### src/design/mcp_pkg.sv
// Shared types, constants and helper functions of the motor command parser.
package mcp_pkg;

   // Framing buffer and speed scale
   localparam int BUFFER_BYTES = 32;
   localparam int IDX_W        = $clog2(BUFFER_BYTES);
   localparam int HEAD_DEPTH   = 6;
   localparam int FULL_SCALE   = 50;
   localparam int LEVEL_W      = $clog2(FULL_SCALE + 1);
   localparam int STEP_W       = 6;
   localparam int ARITH_W      = ((LEVEL_W > STEP_W) ? LEVEL_W : STEP_W) + 1;

   // Packet lengths checked at the closing brace, and the last buffer index
   localparam logic [IDX_W-1:0] MIN_LENGTH    = IDX_W'(4);
   localparam logic [IDX_W-1:0] MOTOR_LENGTH  = IDX_W'(6);
   localparam logic [IDX_W-1:0] ENABLE_LENGTH = IDX_W'(5);
   localparam logic [IDX_W-1:0] LAST_INDEX    = IDX_W'(BUFFER_BYTES - 1);

   // Character codes
   localparam logic [7:0] CH_OPEN      = 8'h7B;
   localparam logic [7:0] CH_CLOSE     = 8'h7D;
   localparam logic [7:0] CH_ACTION    = 8'h63;
   localparam logic [7:0] CMD_MOTOR    = 8'd77;
   localparam logic [7:0] CMD_ENABLE   = 8'd72;
   localparam logic [7:0] VAL_ON       = 8'd48;
   localparam logic [7:0] VAL_OFF      = 8'd49;
   localparam logic [7:0] SPEED_OFFSET = 8'd50;

   // Status codes
   localparam logic [2:0] ST_IDLE          = 3'd0;
   localparam logic [2:0] ST_FRAME_START   = 3'd1;
   localparam logic [2:0] ST_BYTE_STORED   = 3'd2;
   localparam logic [2:0] ST_APPLIED       = 3'd3;
   localparam logic [2:0] ST_TOO_SHORT     = 3'd4;
   localparam logic [2:0] ST_WRONG_ADDRESS = 3'd5;
   localparam logic [2:0] ST_BAD_SIZE      = 3'd6;
   localparam logic [2:0] ST_IGNORED       = 3'd7;

   // Bridge direction codes
   localparam logic [1:0] DIR_OFF = 2'd0;
   localparam logic [1:0] DIR_FWD = 2'd1;
   localparam logic [1:0] DIR_REV = 2'd2;

   // Configuration register indexes
   localparam int CSR_IDX_W = 2;
   localparam logic [CSR_IDX_W-1:0] CSR_DEVICE_ADDRESS = 2'd0;
   localparam logic [CSR_IDX_W-1:0] CSR_RAMP_STEP      = 2'd1;
   localparam logic [CSR_IDX_W-1:0] CSR_PWM_LOW        = 2'd2;
   localparam logic [CSR_IDX_W-1:0] CSR_PWM_HIGH       = 2'd3;

   // Command queue between parser and motor unit
   localparam int QUEUE_DEPTH = 4;
   localparam int QPTR_W      = $clog2(QUEUE_DEPTH);
   localparam int QCNT_W      = $clog2(QUEUE_DEPTH + 1);

   // Duty scaling: divide by FULL_SCALE through a reciprocal multiply
   localparam int PROD_W      = LEVEL_W + 1 + 9;
   localparam int ABS_W       = PROD_W - 1;
   localparam int RECIP_SHIFT = 20;
   localparam int RECIP       = (2**RECIP_SHIFT + FULL_SCALE - 1) / FULL_SCALE;
   localparam int RECIP_W     = $clog2(RECIP + 1);
   localparam int QUOT_W      = ABS_W + RECIP_W;

   typedef enum logic [2:0] {
      OP_REPORT,
      OP_TICK,
      OP_MOTOR,
      OP_ENABLE,
      OP_DISABLE
   } op_kind_type;

   typedef struct packed {
      logic       func;
      logic [7:0] rx_byte;
   } req_payload_type;

   typedef struct packed {
      logic [2:0] status;
      logic [7:0] left_duty;
      logic [7:0] right_duty;
      logic [1:0] left_direction;
      logic [1:0] right_direction;
      logic       pwm_active;
      logic       motors_enabled;
   } rsp_payload_type;

   typedef struct packed {
      logic [7:0]        device_address;
      logic [STEP_W-1:0] ramp_step;
      logic [7:0]        pwm_low;
      logic [7:0]        pwm_high;
   } cfg_type;

   typedef struct packed {
      logic [1:0]         dir;
      logic [LEVEL_W-1:0] target;
   } side_type;

   // Classified command from parser to motor unit
   typedef struct packed {
      op_kind_type kind;
      logic [2:0]  status;
      side_type    left;
      side_type    right;
   } op_type;

   // Motor state snapshot after one transaction
   typedef struct packed {
      logic [2:0]         status;
      logic [LEVEL_W-1:0] left_level;
      logic [LEVEL_W-1:0] right_level;
      logic [1:0]         left_dir;
      logic [1:0]         right_dir;
      logic               held_low;
      logic               enable;
   } snap_type;

   // Speed byte to direction and clamped magnitude
   function automatic side_type set_side(input logic [7:0] b);
      side_type   s;
      logic [7:0] mag;
      if (b < SPEED_OFFSET) begin
         s.dir = DIR_REV;
         mag   = SPEED_OFFSET - b;
      end else if (b == SPEED_OFFSET) begin
         s.dir = DIR_OFF;
         mag   = 8'd0;
      end else begin
         s.dir = DIR_FWD;
         mag   = b - SPEED_OFFSET;
      end
      if (mag > 8'(FULL_SCALE)) begin
         s.target = LEVEL_W'(FULL_SCALE);
      end else begin
         s.target = mag[LEVEL_W-1:0];
      end
      return s;
   endfunction

   // One ramp step of a level toward its target
   function automatic logic [LEVEL_W-1:0] step_one(input logic [LEVEL_W-1:0] level,
                                                   input logic [LEVEL_W-1:0] target,
                                                   input logic [STEP_W-1:0]  step);
      logic [ARITH_W-1:0] lv;
      logic [ARITH_W-1:0] tg;
      logic [ARITH_W-1:0] st;
      logic [ARITH_W-1:0] res;
      lv = ARITH_W'(level);
      tg = ARITH_W'(target);
      st = ARITH_W'(step);
      if (tg > lv && (tg - lv) > st) begin
         res = lv + st;
      end else if (lv > tg && (lv - tg) > st) begin
         res = lv - st;
      end else begin
         res = tg;
      end
      return res[LEVEL_W-1:0];
   endfunction

endpackage

### src/design/mcp_back.sv
// Motor unit: executes queued commands on enable, targets, levels and directions.
module mcp_back import mcp_pkg::*; (
   input  logic              clock,
   input  logic              reset,
   input  logic              q_valid,
   input  op_type            q_op,
   output logic              q_pop,
   input  logic [STEP_W-1:0] ramp_step,
   output logic              snap_valid,
   output snap_type          snap,
   input  logic              snap_ready
);

   logic               enable_ff, enable_in;
   logic               held_low_ff, held_low_in;
   logic [LEVEL_W-1:0] left_target_ff, left_target_in;
   logic [LEVEL_W-1:0] right_target_ff, right_target_in;
   logic [LEVEL_W-1:0] left_level_ff, left_level_in;
   logic [LEVEL_W-1:0] right_level_ff, right_level_in;
   logic [1:0]         left_dir_ff, left_dir_in;
   logic [1:0]         right_dir_ff, right_dir_in;
   logic               ramp_en;
   logic [2:0]         status;
   logic               snap_valid_ff, snap_valid_in;
   snap_type           snap_ff, snap_in;

   assign q_pop      = q_valid && (!snap_valid_ff || snap_ready);
   assign snap_valid = snap_valid_ff;
   assign snap       = snap_ff;

   // Command execution
   always_comb begin
      enable_in       = enable_ff;
      held_low_in     = held_low_ff;
      left_target_in  = left_target_ff;
      right_target_in = right_target_ff;
      left_dir_in     = left_dir_ff;
      right_dir_in    = right_dir_ff;
      ramp_en         = 1'b0;
      status          = ST_IDLE;
      if (q_pop) begin
         case (q_op.kind)
            OP_TICK: begin
               ramp_en = 1'b1;
               if (enable_ff) begin
                  held_low_in = 1'b0;
               end
            end
            OP_MOTOR: begin
               if (!enable_ff) begin
                  held_low_in = 1'b1;
                  status      = ST_IGNORED;
               end else begin
                  left_target_in  = q_op.left.target;
                  right_target_in = q_op.right.target;
                  left_dir_in     = q_op.left.dir;
                  right_dir_in    = q_op.right.dir;
                  ramp_en         = 1'b1;
                  held_low_in     = 1'b0;
                  status          = ST_APPLIED;
               end
            end
            OP_ENABLE: begin
               enable_in = 1'b1;
               status    = ST_APPLIED;
            end
            OP_DISABLE: begin
               enable_in = 1'b0;
               status    = ST_APPLIED;
            end
            default: begin
               status = q_op.status;
            end
         endcase
      end
      left_level_in  = ramp_en ? step_one(left_level_ff, left_target_in, ramp_step)
                               : left_level_ff;
      right_level_in = ramp_en ? step_one(right_level_ff, right_target_in, ramp_step)
                               : right_level_ff;

      // Snapshot of the state this transaction leaves behind
      snap_in.status      = status;
      snap_in.left_level  = left_level_in;
      snap_in.right_level = right_level_in;
      snap_in.left_dir    = left_dir_in;
      snap_in.right_dir   = right_dir_in;
      snap_in.held_low    = held_low_in;
      snap_in.enable      = enable_in;
      if (q_pop) begin
         snap_valid_in = 1'b1;
      end else if (snap_ready) begin
         snap_valid_in = 1'b0;
      end else begin
         snap_valid_in = snap_valid_ff;
      end
   end

   always_ff @(posedge clock) begin
      if (reset) begin
         enable_ff       <= 1'b0;
         held_low_ff     <= 1'b0;
         left_target_ff  <= '0;
         right_target_ff <= '0;
         left_level_ff   <= '0;
         right_level_ff  <= '0;
         left_dir_ff     <= DIR_OFF;
         right_dir_ff    <= DIR_OFF;
         snap_valid_ff   <= 1'b0;
      end else begin
         enable_ff       <= enable_in;
         held_low_ff     <= held_low_in;
         left_target_ff  <= left_target_in;
         right_target_ff <= right_target_in;
         left_level_ff   <= left_level_in;
         right_level_ff  <= right_level_in;
         left_dir_ff     <= left_dir_in;
         right_dir_ff    <= right_dir_in;
         snap_valid_ff   <= snap_valid_in;
      end
   end

   always_ff @(posedge clock) begin
      if (q_pop) begin
         snap_ff <= snap_in;
      end
   end

`ifndef ASSERT_OFF
   a_disabled_motor_holds: assert property (@(posedge clock) disable iff (reset)
      (q_pop && q_op.kind == OP_MOTOR && !enable_ff) |=> held_low_ff)
      else $error("motor command while disabled did not hold PWM low");
`endif

endmodule

### config.mk
export PLATFORM = sky130hd
export DESIGN_NAME = mcp_back
export DESIGN_NICKNAME = d
export VERILOG_FILES = /design/src/design/mcp_pkg.sv /design/src/design/mcp_back.sv
export SDC_FILE = /design/constraint.sdc
export NUM_CORES = 1
export LEC_CHECK = 0
export BUFFER_PORTS_ARGS = -buffer_cell sky130_fd_sc_hd__buf_2
export CORE_MARGIN = 2
export CORE_UTILIZATION = 50
export CTS_CLUSTER_DIAMETER = 60
export DETAILED_ROUTE_END_ITERATION = 12
export HOLD_SLACK_MARGIN = 0.12
export PLACE_DENSITY = 0.68
export SYNTH_ARGS = -nofsm -noshare
export SYNTH_HDL_FRONTEND = slang
export SYNTH_SLANG_ARGS = --single-unit
### constraint.sdc
create_clock -name clock -period 6.7 [get_ports clock]
set_input_delay 0.335 -clock clock [delete_from_list [all_inputs] [get_ports clock]]
set_output_delay 0.335 -clock clock [all_outputs]
set_load 0.02 [all_outputs]
==> flow_metrics.py, run 1 <==
metrics = {
    "synth": {
        "async_flop_share_pct": 0,
        "synth_seq_area_share_pct": 27.0,
        "post_synth.cell_area_avg_um2": 8.69,
        "ys_top_cells_by_area": "sky130_fd_sc_hd__ha_1 17%, sky130_fd_sc_hd__edfxtp_1 14%, sky130_fd_sc_hd__dfxtp_1 13%",
        "yosys.area.top_type_share_pct": 16.8,
        "synthesis.instances": 533,
        "ys.flop_type": "sky130_fd_sc_hd__dfxtp_1",
        "synth_cell_type_count": 55,
        "postSynthNetCount": 633,
        "yosys.area.top_type": "sky130_fd_sc_hd__ha_1",
        "synth.cell_area_um2": 4630,
        "yosysWarningCount": 0,
        "synth.ff_latch_count": 52,
        "synth_enable_flop_cells": 21,
    },
    "critical_path": {
        "setup.worst_path.start_class": "flip-flop",
        "worstPathArrival_ps": 5670,
        "timing.setup.critical_path_class": "reg -> reg",
        "worstReg2RegEnd": "right_level_ff[5]",
        "ff2ff_setup_slack_ps": 1210,
        "regToRegStartpoint": "enable_ff",
        "path_max_fanout": 16,
        "crit_required_ps": 6880,
        "depth_of_the_worst_register_to_register_path": 19,
        "crit_path_end_kind": "flip-flop",
    },
    "sta": {
        "final.min_clock_period_ps": 5490,
        "finalMaxSlewViolations": 0,
        "worstMarginPinSlew_ps": 880,
        "max-slew-margin-rel_pct": 41.3,
        "final.period_utilization_pct": 81.9,
        "setup_total_negative_slack_ps": 0,
        "timing.final.hold_violations": 0,
        "rsz_0062_raised_after_global_routing": "false",
        "achievable-frequency_mhz": 182,
        "finalWorstSetupSlack_ps": 1210,
        "finalSetupViolCount": 0,
        "timing.clock.skew_ps": 8.94,
    },
    "power": {
        "intPower_w": 0.000496,
        "pwr-share-seq_pct": 47.6,
        "pwr_density_cell_nw_per_um2": 145,
        "switching_power_w": 0.000232,
        "share_comb_of_total_power_pct": 27.2,
        "vdd_ir_drop_max_v": 0.0000946,
        "clock_power_share_pct": 25.2,
        "netSwitchingFraction_pct": 31.9,
        "power.leakage_nw": 2.31,
    },
    "route": {
        "detail_route.wirelength_mm": 11.3,
        "vias_per_cell": 5.77,
        "route.vias.total": 3957,
        "detail-route-antenna-nets": 0,
        "detailed_routing_iterations_pass_1": 4,
        "average_wire_length_per_cell_after_detail_routing_um": 16.5,
        "drt-initial-drc-count": 164,
        "drc_errors": 0,
    },
    "finish": {
        "finish.net_count": 674,
        "n_fill_cell": 829,
        "area.growth.synth_to_final_pct": 8.73,
        "drive_above_1_share_pct": 13.2,
        "antenna-diode-count": 0,
    },
    "clock_tree": {
        "clock_latency_ps": 310,
        "cts.sinks": 52,
        "postCtsSetupBuffers": 0,
        "cts_htree_levels": 2,
        "tritoncts": "built",
        "cts_max_path_buffers": 2,
        "cts.clk_slew.worst_paths_ps": 100,
        "cts_made_buffers": 5,
        "cts_hold_buffers": 0,
        "ctsRootBufferMaster": "sky130_fd_sc_hd__clkbuf_8",
        "cts_repair_resize_count": 0,
    },
    "flow_run": {
        "drv.max_cap_violation_count": 0,
    },
    "global_route": {
        "leftover_overflow_at_the_end_of_global_routing": 0,
        "antenna_violations_before_repair": 0,
        "grt_pass1_wl_mm": 18.3,
        "grtUsageTotal_pct": 22.7,
        "grt_start_max_net_pins": 32,
        "first_global_vias": 3801,
    },
    "die": {
        "initial_standard_cell_utilization_of_the_core_pct": 50.8,
        "die-area_um2": 10000,
        "floorplan.die.width_um": 100,
        "placementRows": 35,
        "ioPinCount": 55,
        "core_area_um2": 9110,
        "die-height_um": 100,
    },
    "placement": {
        "dpl.hpwl_mm": 8.78,
        "dpl_worst_slack_ps": 1150,
        "final_gp_congestion": 0.877,
        "io_buffers": 54,
    },
    "hold_path": {
        "whs_endpoint": "snap_valid",
        "hold_start": "q_valid",
        "min-delay-path-class": "in -> reg",
        "timing.hold.worst_path_depth": 3,
    },
    "run_status": {
        "status": "complete, no violations",
    },
}
registers in the layout (all words and copies together) (netlist names), 2 cells and up:
name / count
left_target_ff: 6
left_dir_ff: 2
right_level_ff: 6
right_target_ff: 6
snap: 21
left_level_ff: 6
right_dir_ff: 2
kinds of logic (layout without fill, tap and decap cells):
logic type	Yosys count	in the layout	share of synthesized area, %
DFF	52	52	27.0
xor gates and xnor gates	27	27	5.11
AOI/OAI and AO/OA	137	137	19.9
muxes	23	23	5.08
buffers and inverters	70	112	6.24
and+or+nand+nor	156	156	17.3
adders and majority gates	68	68	19.3
worst max-delay path, cell delays in order, from the launching register on:
cell,delay [ps]
sky130_fd_sc_hd__dfxtp_1,420
sky130_fd_sc_hd__and3b_1,220
sky130_fd_sc_hd__and4b_1,700
sky130_fd_sc_hd__buf_4,390
sky130_fd_sc_hd__mux2i_1,320
sky130_fd_sc_hd__inv_1,80
sky130_fd_sc_hd__ha_1,430
sky130_fd_sc_hd__a21o_1,230
sky130_fd_sc_hd__a31oi_1,240
sky130_fd_sc_hd__o21bai_1,130
sky130_fd_sc_hd__xor2_1,150
sky130_fd_sc_hd__ha_1,300
sky130_fd_sc_hd__nand3_1,90
sky130_fd_sc_hd__a21o_1,160
sky130_fd_sc_hd__a21oi_1,150
sky130_fd_sc_hd__o21ai_0,190
sky130_fd_sc_hd__nor2_1,490
sky130_fd_sc_hd__nor2_1,210
sky130_fd_sc_hd__a311o_1,330
sky130_fd_sc_hd__nor2b_1,130
metrics by stage:
step | utilization (%) | cells | hold WS [ps] | power [W] | instance area (um^2)
floorplan | - | 533 | 464 | 0.000496 | 4630
global placement | 54.3 | 678 | 499 | 0.000546 | 4950
detailed placement | 54.3 | 678 | 509 | 0.000549 | 4950
CTS | 55.3 | 686 | 270 | 0.000730 | 5030
global route | 55.3 | 686 | 298 | 0.000766 | 5030
finish | 55.3 | 686 | 277 | 0.000728 | 5030
layout by cell type (no fill, tap or decap), drive strengths merged, types with 4 or more instances in the layout:
master,count
or2,5
xnor2,18
clkbuf,6
fa,6
o21a,8
o31a,5
mux2i,19
nor3,6
edfxtp,21
dfxtp,31
o21ai,20
nand3b,4
nand3,21
ha,62
mux2,4
nand2b,13
o31ai,5
buf,56
a21o,13
and3,5
o21bai,4
nor2b,20
a211oi,5
a21oi,37
xor2,9
a31oi,11
nand2,19
nor2,48
inv,48
final cells by class:
cell class | count | area, um^2 | area share (%)
clock buffer | 6 | 72.6 | 1.44
tap | 111 | 139 | 2.76
multi-input combinational | 411 | 3090 | 61.4
inverter | 48 | 180 | 3.58
timing repair buffer | 56 | 285 | 5.67
clock inverter | 2 | 16.3 | 0.323
sequential | 52 | 1250 | 24.9
power by group through the flow:
stage,clock network (W),logic (W),registers (W)
after CTS,0.000187,0.000197,0.000347
after floorplan,0,0.000133,0.000363
final,0.000184,0.000198,0.000347
after detailed placement,0,0.000195,0.000354
after global routing,0.000198,0.000220,0.000348
after global placement,0,0.000192,0.000354
synthesized netlist by cell type (8+ instances only):
cell                       count
sky130_fd_sc_hd__a21o_1       13
sky130_fd_sc_hd__a21oi_1      37
sky130_fd_sc_hd__a31oi_1      11
sky130_fd_sc_hd__clkbuf_1     16
sky130_fd_sc_hd__dfxtp_1      31
sky130_fd_sc_hd__edfxtp_1     21
sky130_fd_sc_hd__ha_1         62
sky130_fd_sc_hd__inv_1        48
sky130_fd_sc_hd__mux2i_1      19
sky130_fd_sc_hd__nand2_1      19
sky130_fd_sc_hd__nand2b_1     13
sky130_fd_sc_hd__nand3_1      21
sky130_fd_sc_hd__nor2_1       48
sky130_fd_sc_hd__nor2b_1      20
sky130_fd_sc_hd__o21a_1        8
sky130_fd_sc_hd__o21ai_0      19
sky130_fd_sc_hd__xnor2_1      18
sky130_fd_sc_hd__xor2_1        9
routing by layer:
| metal | track usage [%] | part of all wire, % | routed length, um |
|---|---|---|---|
| met5 | 0 | 0 | 0 |
| met3 | 3.34 | 4.0 | 448 |
| met1 | 30.1 | 46 | 5270 |
| met2 | 38.2 | 47 | 5350 |
| met4 | 6.85 | 2.4 | 268 |
worst max-delay path by stage:
stage,startpoint,cells past startpoint,slack [ps],end
6_report,enable_ff,19,1210,right_level_ff[5]
5_1_grt,enable_ff,19,900,right_level_ff[5]
4_1_cts,enable_ff,19,1230,right_level_ff[5]
3_5_place_dp,q_op[20],20,1150,right_level_ff[5]
3_3_place_gp,q_op[19],20,1280,right_level_ff[5]
2_1_floorplan,q_op[20],23,1820,snap[9]
Power figures use the tool's default switching activity.
==> run 2: changes to the inputs <==
==> constraint.sdc (replaced) <==
create_clock -name clock -period 5.4 [get_ports clock]
set_input_delay 0.27 -clock clock [delete_from_list [all_inputs] [get_ports clock]]
set_output_delay 0.27 -clock clock [all_outputs]
set_load 0.02 [all_outputs]
==> flow_metrics.py, run 2 (same netlist as run 1, synthesis figures left out) <==
metrics = {
    "critical_path": {
        "timing.setup.critical_path_class": "reg -> reg",
        "crit_path_start": "enable_ff",
        "regToRegStartpoint": "enable_ff",
        "crit_path_end_kind": "flip-flop",
        "worstPathArrival_ps": 5060,
        "setup.worst_path.start_class": "flip-flop",
        "crit_required_ps": 5550,
        "path_max_fanout": 23,
    },
    "sta": {
        "max-slew-margin-rel_pct": 41.7,
        "worstMarginPinSlew_ps": 874,
        "final.min_clock_period_ps": 4910,
        "rsz_0062_raised_after_global_routing": "false",
        "finalSetupViolCount": 0,
        "finalMaxSlewViolations": 0,
        "timing.final.hold_violations": 0,
        "setup_total_negative_slack_ps": 0,
        "timing.clock.skew_ps": 4.55,
        "final.period_utilization_pct": 91.0,
        "finalWorstSetupSlack_ps": 488,
        "achievable-frequency_mhz": 204,
    },
    "placement": {
        "io_buffers": 54,
        "dpl.hpwl_mm": 8.84,
        "final_gp_congestion": 0.874,
        "dpl_worst_slack_ps": 463,
        "placed_cells": 682,
    },
    "die": {
        "initial_standard_cell_utilization_of_the_core_pct": 50.8,
        "placementRows": 35,
        "floorplan.die.width_um": 100,
        "die-area_um2": 10000,
        "core_area_um2": 9110,
        "ioPinCount": 55,
        "die-height_um": 100,
    },
    "finish": {
        "layout.cells.most_common": "sky130_fd_sc_hd__ha_1",
        "post-route-util_pct": 56.1,
        "final_std_cells_w_o_fill": 690,
        "mostFrequentLayoutCells": "62 x sky130_fd_sc_hd__ha_1, 54 x sky130_fd_sc_hd__buf_2, 48 x sky130_fd_sc_hd__inv_1, 48 x sky130_fd_sc_hd__nor2_1, 37 x sky130_fd_sc_hd__a21oi_1",
        "largest_register_ffs": 21,
        "antenna-diode-count": 0,
        "finish.net_count": 678,
        "drive_above_1_share_pct": 14.2,
        "area.growth.synth_to_final_pct": 10.4,
    },
    "route": {
        "detailed_routing_iterations_pass_1": 5,
        "vias_per_cell": 5.84,
        "drt-initial-drc-count": 164,
        "average_wire_length_per_cell_after_detail_routing_um": 16.6,
        "drc_errors": 0,
        "detail-route-antenna-nets": 0,
        "route.vias.total": 4027,
        "detail_route.wirelength_mm": 11.5,
    },
    "hold_path": {
        "min-delay-path-class": "in -> reg",
        "hold_start": "q_valid",
    },
    "power": {
        "total_power_w": 0.000963,
        "vdd_ir_drop_max_v": 0.000153,
        "power.leakage_nw": 2.36,
        "pwr_density_cell_nw_per_um2": 188,
    },
    "clock_tree": {
        "cts_max_path_buffers": 2,
        "cts.clk_slew.worst_paths_ps": 100,
        "postCtsSetupBuffers": 0,
        "clock_latency_ps": 300,
        "ctsRootBufferMaster": "sky130_fd_sc_hd__clkbuf_8",
        "cts.sinks": 52,
        "cts_made_buffers": 5,
        "tritoncts": "built",
        "cts_htree_levels": 2,
    },
    "global_route": {
        "antenna_violations_before_repair": 0,
        "grtUsageTotal_pct": 23.4,
        "leftover_overflow_at_the_end_of_global_routing": 0,
        "first_global_vias": 3921,
        "grt_start_max_net_pins": 32,
        "grt_pass1_wl_mm": 18.9,
    },
    "run_status": {
        "status": "complete, no violations",
    },
    "flow_run": {
        "drv.max_cap_violation_count": 0,
    },
}
[run 2: cell type report]
type	count	area [um^2]
timing repair buffer	60	328
multi-input combinational	411	3090
fill	844	4000
sequential	52	1250
tap	111	139
clock buffer	6	82.6
clock inverter	2	38.8
inverter	48	180
[run 2: per-stage QoR]
stage | hold WS (ps) | cell area, um^2
final | 209 | 5110
after global routing | 232 | 5110
after CTS | 206 | 5110
after detailed placement | 509 | 4990
after global placement | 502 | 4990
after floorplan | 399 | 4630
[run 2: repair_timing]
item	in CTS	in global routing
hold buffers	0	0
endpoints found under the setup margin	0	3
resized for setup	0	1
[run 2: worst paths after layout]
kind / end / slack (ps) / cells past startpoint
setup / recovery: snap[15] / 490 / 20
hold / removal: snap_valid / 210 / 3
setup reg to reg: snap[15] / 490 / 20
hold reg to reg: right_level_ff[0] / 520 / 2
[run 2: metal layers]
metal / GRT usage (%) / part of all wire, %
met5: 0 / 0
met2: 41.5 / 50
met3: 3.69 / 6.4
met4: 3.90 / 0.66
met1: 30.5 / 43
[run 2: critical path: stages (launching register included)]
cell	delay, ps
sky130_fd_sc_hd__dfxtp_1	420
sky130_fd_sc_hd__and3b_1	220
sky130_fd_sc_hd__and4b_1	310
sky130_fd_sc_hd__buf_12	210
sky130_fd_sc_hd__mux2i_1	240
sky130_fd_sc_hd__inv_1	70
sky130_fd_sc_hd__ha_1	350
sky130_fd_sc_hd__or2_2	330
sky130_fd_sc_hd__a31o_2	260
sky130_fd_sc_hd__a21o_1	170
sky130_fd_sc_hd__a21oi_1	160
sky130_fd_sc_hd__xnor2_1	150
sky130_fd_sc_hd__ha_1	270
sky130_fd_sc_hd__and4_1	160
sky130_fd_sc_hd__nand3_1	80
sky130_fd_sc_hd__o221ai_1	150
sky130_fd_sc_hd__a21oi_1	230
sky130_fd_sc_hd__and2_1	340
sky130_fd_sc_hd__a211oi_1	90
sky130_fd_sc_hd__a311o_1	360
sky130_fd_sc_hd__a21oi_1	180
[run 2: report_power, final]
group | total [W] | internal (W) | switching, W
sequential | 0.000430 | 0.000423 | 0.00000714
clock | 0.000286 | 0.000152 | 0.000134
combinational | 0.000248 | 0.000102 | 0.000146
total | 0.000963 | 0.000676 | 0.000287
